`config.mk`:
```
export PLATFORM = sky130hd
export DESIGN_NAME = hrpm_fifo
export DESIGN_NICKNAME = d
export VERILOG_FILES = /design/src/design/hessian_ridge_polarity_marker_assert.svh /design/src/design/hrpm_pkg.sv /design/src/design/hrpm_fifo.sv
export SDC_FILE = /design/constraint.sdc
export NUM_CORES = 1
export LEC_CHECK = 0
export ABC_AREA = 1
export BUFFER_PORTS_ARGS = -buffer_cell sky130_fd_sc_hd__buf_2
export CAP_MARGIN = 0
export CORE_ASPECT_RATIO = 0.7
export CORE_MARGIN = 8
export CORE_UTILIZATION = 35
export DETAILED_ROUTE_END_ITERATION = 7
export GPL_TIMING_DRIVEN = 0
export SYNTH_ARGS = -nofsm -noshare
export SYNTH_HDL_FRONTEND = slang
export SYNTH_SLANG_ARGS = --single-unit
export TNS_END_PERCENT = 5
```
`constraint.sdc`:
```
create_clock -name aclk -period 5.3 [get_ports aclk]
set_input_delay 1.59 -clock aclk [delete_from_list [all_inputs] [get_ports aclk]]
set_output_delay 1.59 -clock aclk [all_outputs]
set_load 0.1 [all_outputs]
```
`src/design/hessian_ridge_polarity_marker_assert.svh`:
```
// assertion macros for the hessian ridge polarity marker rtl
`ifndef HESSIAN_RIDGE_POLARITY_MARKER_ASSERT_SVH
`define HESSIAN_RIDGE_POLARITY_MARKER_ASSERT_SVH

// same-cycle implication
`define HRPM_ASSERT_IMPLY(label, clk, rstn, pre, post, msg) \
    label: assert property (@(posedge clk) disable iff (!(rstn)) (pre) |-> (post)) \
        else $error(msg);

// next-cycle implication
`define HRPM_ASSERT_NEXT(label, clk, rstn, pre, post, msg) \
    label: assert property (@(posedge clk) disable iff (!(rstn)) (pre) |=> (post)) \
        else $error(msg);

`endif

```
`src/design/hrpm_pkg.sv`:
```
// shared types and constants of the hessian ridge polarity marker
`default_nettype none
package hrpm_pkg;

    localparam int PIX_W               = 16;
    localparam int INDEX_W             = 20;
    localparam int RESP_W              = 41;
    localparam int PIXEL_FRACTION_BITS = 8;
    localparam int SCALE_SHIFT         = 6;
    localparam int RATIO_FRACTION_BITS = 8;
    localparam int LIM_W               = 16 + PIXEL_FRACTION_BITS + 1;
    localparam int ROOT_STEPS          = 32;
    localparam int QUEUE_DEPTH         = 4;
    localparam int PIXEL_COUNT_DEF     = 1048576;
    localparam longint RESP_MAX        = (64'sd1 <<< (RESP_W - 1)) - 64'sd1;

    localparam logic [1:0] REG_SIGMA_SQUARED  = 2'd0;
    localparam logic [1:0] REG_RATIO_LIMIT    = 2'd1;
    localparam logic [1:0] REG_STRENGTH_LIMIT = 2'd2;

    typedef struct packed {
        logic [15:0] sigma_squared;
        logic [8:0]  ratio_limit;
        logic [15:0] strength_limit;
    } cfg_t;

    typedef struct packed {
        logic [INDEX_W-1:0] idx;
        logic               fresh;
    } tag_t;

    typedef struct packed {
        tag_t               tag;
        logic signed [32:0] p;
    } root_side_t;

    typedef struct packed {
        tag_t                     tag;
        logic signed [RESP_W-1:0] resp;
    } item_t;

    typedef struct packed {
        logic neg;
        logic pos;
    } marks_t;

    typedef struct packed {
        logic                     light;
        logic                     dark;
        logic signed [RESP_W-1:0] resp;
        logic [INDEX_W-1:0]       idx;
    } result_t;

endpackage
`default_nettype wire

```
`src/design/hrpm_fifo.sv`:
```
// short queue between front pipeline and flag back end
`default_nettype none
module hrpm_fifo import hrpm_pkg::*; #(
    parameter int DEPTH = QUEUE_DEPTH
) (
    input  wire logic  aclk,
    input  wire logic  aresetn,
    input  wire logic  push,
    input  wire item_t din,
    input  wire logic  pop,
    output item_t      dout,
    output logic       full,
    output logic       empty
);

    localparam int PW = (DEPTH > 1) ? $clog2(DEPTH) : 1;
    localparam int CW = $clog2(DEPTH + 1);

    item_t         mem_reg [DEPTH];
    logic [PW-1:0] wr_ptr_reg, wr_ptr_next, rd_ptr_reg, rd_ptr_next;
    logic [CW-1:0] count_reg, count_next;
    logic          push_ok, pop_ok;

    assign full    = count_reg == CW'(DEPTH);
    assign empty   = count_reg == '0;
    assign push_ok = push && !full;
    assign pop_ok  = pop && !empty;
    assign dout    = mem_reg[rd_ptr_reg];

    always_comb begin
        wr_ptr_next = wr_ptr_reg;
        rd_ptr_next = rd_ptr_reg;
        count_next  = count_reg;
        if (push_ok) begin
            wr_ptr_next = (wr_ptr_reg == PW'(DEPTH - 1)) ? '0 : wr_ptr_reg + 1'b1;
        end
        if (pop_ok) begin
            rd_ptr_next = (rd_ptr_reg == PW'(DEPTH - 1)) ? '0 : rd_ptr_reg + 1'b1;
        end
        if (push_ok && !pop_ok) begin
            count_next = count_reg + 1'b1;
        end else if (pop_ok && !push_ok) begin
            count_next = count_reg - 1'b1;
        end
    end

    always_ff @(posedge aclk) begin
        if (!aresetn) begin
            wr_ptr_reg <= '0;
            rd_ptr_reg <= '0;
            count_reg  <= '0;
        end else begin
            wr_ptr_reg <= wr_ptr_next;
            rd_ptr_reg <= rd_ptr_next;
            count_reg  <= count_next;
        end
    end

    always_ff @(posedge aclk) begin
        if (push_ok) begin
            mem_reg[wr_ptr_reg] <= din;
        end
    end

endmodule
`default_nettype wire

```
==> run_summary.xml <==
<?xml version="1.0" encoding="UTF-8"?>
<metrics>
  <group name="clock_network">
    <metric name="clock_latency_late_sink" unit="ns">0.53</metric>
    <metric name="resize_count_post_cts" unit="">0</metric>
    <metric name="htree_levels" unit="">1</metric>
    <metric name="cts_post_setup_buffers_inserted" unit="">0</metric>
    <metric name="clock_sink_count" unit="">257</metric>
    <metric name="post_cts_hold_buffer_count" unit="">0</metric>
    <metric name="cts_tree" unit="">yes</metric>
    <metric name="tritoncts.num_buffers" unit="">26</metric>
    <metric name="clk_transition_reported_paths" unit="ns">0.06</metric>
    <metric name="bufs_on_longest_clock_path" unit="">3</metric>
    <metric name="ctsRootBufferMaster" unit="">sky130_fd_sc_hd__clkbuf_16</metric>
  </group>
  <group name="worst_setup_path">
    <metric name="r2r-end" unit="">mem_reg[0][55]</metric>
    <metric name="crit_path_start_kind" unit="">flip-flop</metric>
    <metric name="timing.critical_path.arrival" unit="ns">2.32</metric>
    <metric name="critical_path_rt" unit="ns">3.71</metric>
    <metric name="rrSetupSlack" unit="ns">3.07</metric>
    <metric name="worst-path-max-fanout" unit="">10</metric>
    <metric name="reg2reg_from" unit="">count_reg[1]</metric>
    <metric name="worst_r2r_path_depth" unit="">5</metric>
    <metric name="critPathCaptureType" unit="">output pin</metric>
    <metric name="setup.worst_path.class" unit="">reg2out</metric>
  </group>
  <group name="die">
    <metric name="die_h" unit="um">159</metric>
    <metric name="core_region_area" unit="um^2">28900</metric>
    <metric name="chipWidth" unit="um">221</metric>
    <metric name="design.die.area" unit="um^2">35200</metric>
    <metric name="placementRows" unit="">52</metric>
    <metric name="initial_core_utilization" unit="%">35.6</metric>
    <metric name="io_pins" unit="">130</metric>
  </group>
  <group name="synth">
    <metric name="flops_latches_synth" unit="">257</metric>
    <metric name="synth_largest_type_area_fraction" unit="%">72.5</metric>
    <metric name="syn_area" unit="um^2">10300</metric>
    <metric name="ys_top_cells_by_area" unit="">sky130_fd_sc_hd__edfxtp_1 72%, sky130_fd_sc_hd__o22ai_2 7.3%, sky130_fd_sc_hd__o21ai_0 5.5%, sky130_fd_sc_hd__nor2_2 3.7%, sky130_fd_sc_hd__nor2_1 3.0%</metric>
    <metric name="synthCells" unit="">672</metric>
    <metric name="synth-seq-area-share" unit="%">74.2</metric>
    <metric name="avgSynthCellArea" unit="um^2">15.3</metric>
    <metric name="synth.yosys.warnings" unit="">0</metric>
    <metric name="ys_types" unit="">23</metric>
    <metric name="syn-num-nets" unit="">745</metric>
    <metric name="netlist.top_cell.by_area" unit="">sky130_fd_sc_hd__edfxtp_1</metric>
  </group>
  <group name="drt">
    <metric name="detail_route.vias_per_cell" unit="">4.79</metric>
    <metric name="antenna_left" unit="">0</metric>
    <metric name="routed_length_per_placed_instance" unit="um">19.8</metric>
    <metric name="remaining_drc_errors" unit="">0</metric>
    <metric name="drt_pre_antenna_iters" unit="">4</metric>
    <metric name="wirelength" unit="um">24400</metric>
    <metric name="vias" unit="">5924</metric>
    <metric name="dr.first_iter.drc_count" unit="">407</metric>
  </group>
  <group name="cells_and_area">
    <metric name="multi_input_gate_area" unit="um^2">2280</metric>
    <metric name="diodes" unit="">0</metric>
    <metric name="largest_reg_flops" unit="">248</metric>
    <metric name="seqCellArea" unit="um^2">7630</metric>
    <metric name="area_growth_syn_to_layout" unit="%">21.5</metric>
    <metric name="num-nets-final" unit="">912</metric>
    <metric name="final_cell_mix" unit="">248 x sky130_fd_sc_hd__edfxtp_1, 150 x sky130_fd_sc_hd__buf_2, 113 x sky130_fd_sc_hd__o21ai_0</metric>
    <metric name="layout.cells.most_common" unit="">sky130_fd_sc_hd__edfxtp_1</metric>
    <metric name="num-fill-cells" unit="">2678</metric>
    <metric name="post_route_cells_drive_above_1_share" unit="%">39.2</metric>
  </group>
  <group name="timing">
    <metric name="timing.final.setup_violations" unit="">0</metric>
    <metric name="number_of_hold_slack_violations_in_the_final_timing_report" unit="">0</metric>
    <metric name="slew_headroom" unit="%">46.6</metric>
    <metric name="layout_setup_ws" unit="ns">1.39</metric>
    <metric name="worst_pin_slew" unit="ns">0.799</metric>
    <metric name="final.setup_skew" unit="ns">0.00846</metric>
    <metric name="timing.final.crit_period" unit="ns">3.91</metric>
    <metric name="hold-worst-slack" unit="ns">0.516</metric>
    <metric name="final_min_period_over_clock_period" unit="%">73.8</metric>
    <metric name="rsz0062_at_grt" unit="">false</metric>
    <metric name="drv_slew" unit="">0</metric>
    <metric name="achievable-frequency" unit="MHz">256</metric>
  </group>
  <group name="grt">
    <metric name="grt_first_pass_wirelength" unit="um">36900</metric>
    <metric name="groute.usage.overall" unit="%">13.7</metric>
    <metric name="largest_net_degree_at_the_start_of_global_routing" unit="">29</metric>
    <metric name="grt_antenna_before_repair" unit="">5</metric>
    <metric name="first_global_vias" unit="">6086</metric>
    <metric name="global_route.overflow_total" unit="">0</metric>
  </group>
  <group name="placement">
    <metric name="dpl.hpwl" unit="um">16000</metric>
    <metric name="routabilityCongestion" unit="">0.687</metric>
    <metric name="placement.io_buffers" unit="">129</metric>
    <metric name="pre_cts_ws" unit="ns">1.90</metric>
  </group>
  <group name="hold_path">
    <metric name="timing.hold.worst_path_depth" unit="">2</metric>
    <metric name="hold_start" unit="">count_reg[0]</metric>
    <metric name="worstHoldEndpoint" unit="">count_reg[0]</metric>
    <metric name="worst_hold_path_type" unit="">reg2reg</metric>
  </group>
  <group name="run">
    <metric name="max_cap_violations" unit="">0</metric>
  </group>
  <group name="status">
    <metric name="run_status" unit="">finished, final reports clean</metric>
  </group>
</metrics>
-- per-layer routing --
layer	track usage [%]	up-vias	part of all wire (%)
met4	2.72	10	1.8
met3	3.49	45	5.2
met1	18.3	2898	45
li1	-	2845	-
met2	22.4	126	48
met5	0	-	0.26
-- cell families (layout without fill, tap and decap cells) --
kind of cell	count (synthesis)	in the layout	synth area share, %
buf+inv	59	246	3.82
simple gates	159	159	7.34
compound gates	190	190	13.7
flops	257	257	74.2
fa+ha+maj	7	7	0.926
-- synth_stat cells, drive strengths merged --
library cell and count:
o22ai 62, clkbuf 10, nand2 15, nand3 1, edfxtp 248, a21oi 2
inv 19, ha 6, dfxtp 9, nor2 141, o21ai 126, fa 1
nand4 1, buf 30, nand3b 1
-- area by class of cell --
type,instances,area share [%]
plain buffers,40,2.52
clock buffers,40,5.89
clock inverters,8,0.612
inverters,19,0.632
multi-input cells,356,18.3
flip-flops and latches,257,61.1
well taps,378,3.79
repair buffers,139,7.14
-- worst max-delay path by stage --
stage,cells past startpoint,to,from,slack [ns]
after floorplan,2,mem_reg[0][0],push,0.49
after global placement,3,mem_reg[3][13],push,-2.20
after detailed placement,6,dout[24],flip-flop,1.90
after CTS,6,dout[24],flip-flop,1.31
after global routing,6,dout[24],flip-flop,1.19
final,6,dout[24],flip-flop,1.39
-- critical path, stage by stage, from the launching register on --
cell and delay, ns:
sky130_fd_sc_hd__dfxtp_1 0.31, sky130_fd_sc_hd__buf_6 0.14, sky130_fd_sc_hd__inv_8 0.08, sky130_fd_sc_hd__clkbuf_1 0.45
sky130_fd_sc_hd__o21ai_0 0.20, sky130_fd_sc_hd__o22ai_2 0.15, sky130_fd_sc_hd__buf_2 0.46
-- metrics by stage --
step	instances	utilization, %	TNS, ns	area [um^2]
final	1237	43.2	0	12500
after CTS	1237	43.2	0	12500
after floorplan	672	-	0	10300
after global placement	1179	39.4	-518.84	11400
after global routing	1237	43.2	0	12500
after detailed placement	1189	40.4	0	11700
Power is left out: the tool's default activity adds up to more than one toggle a clock period on the data nets, which glitch-free logic cannot reach.
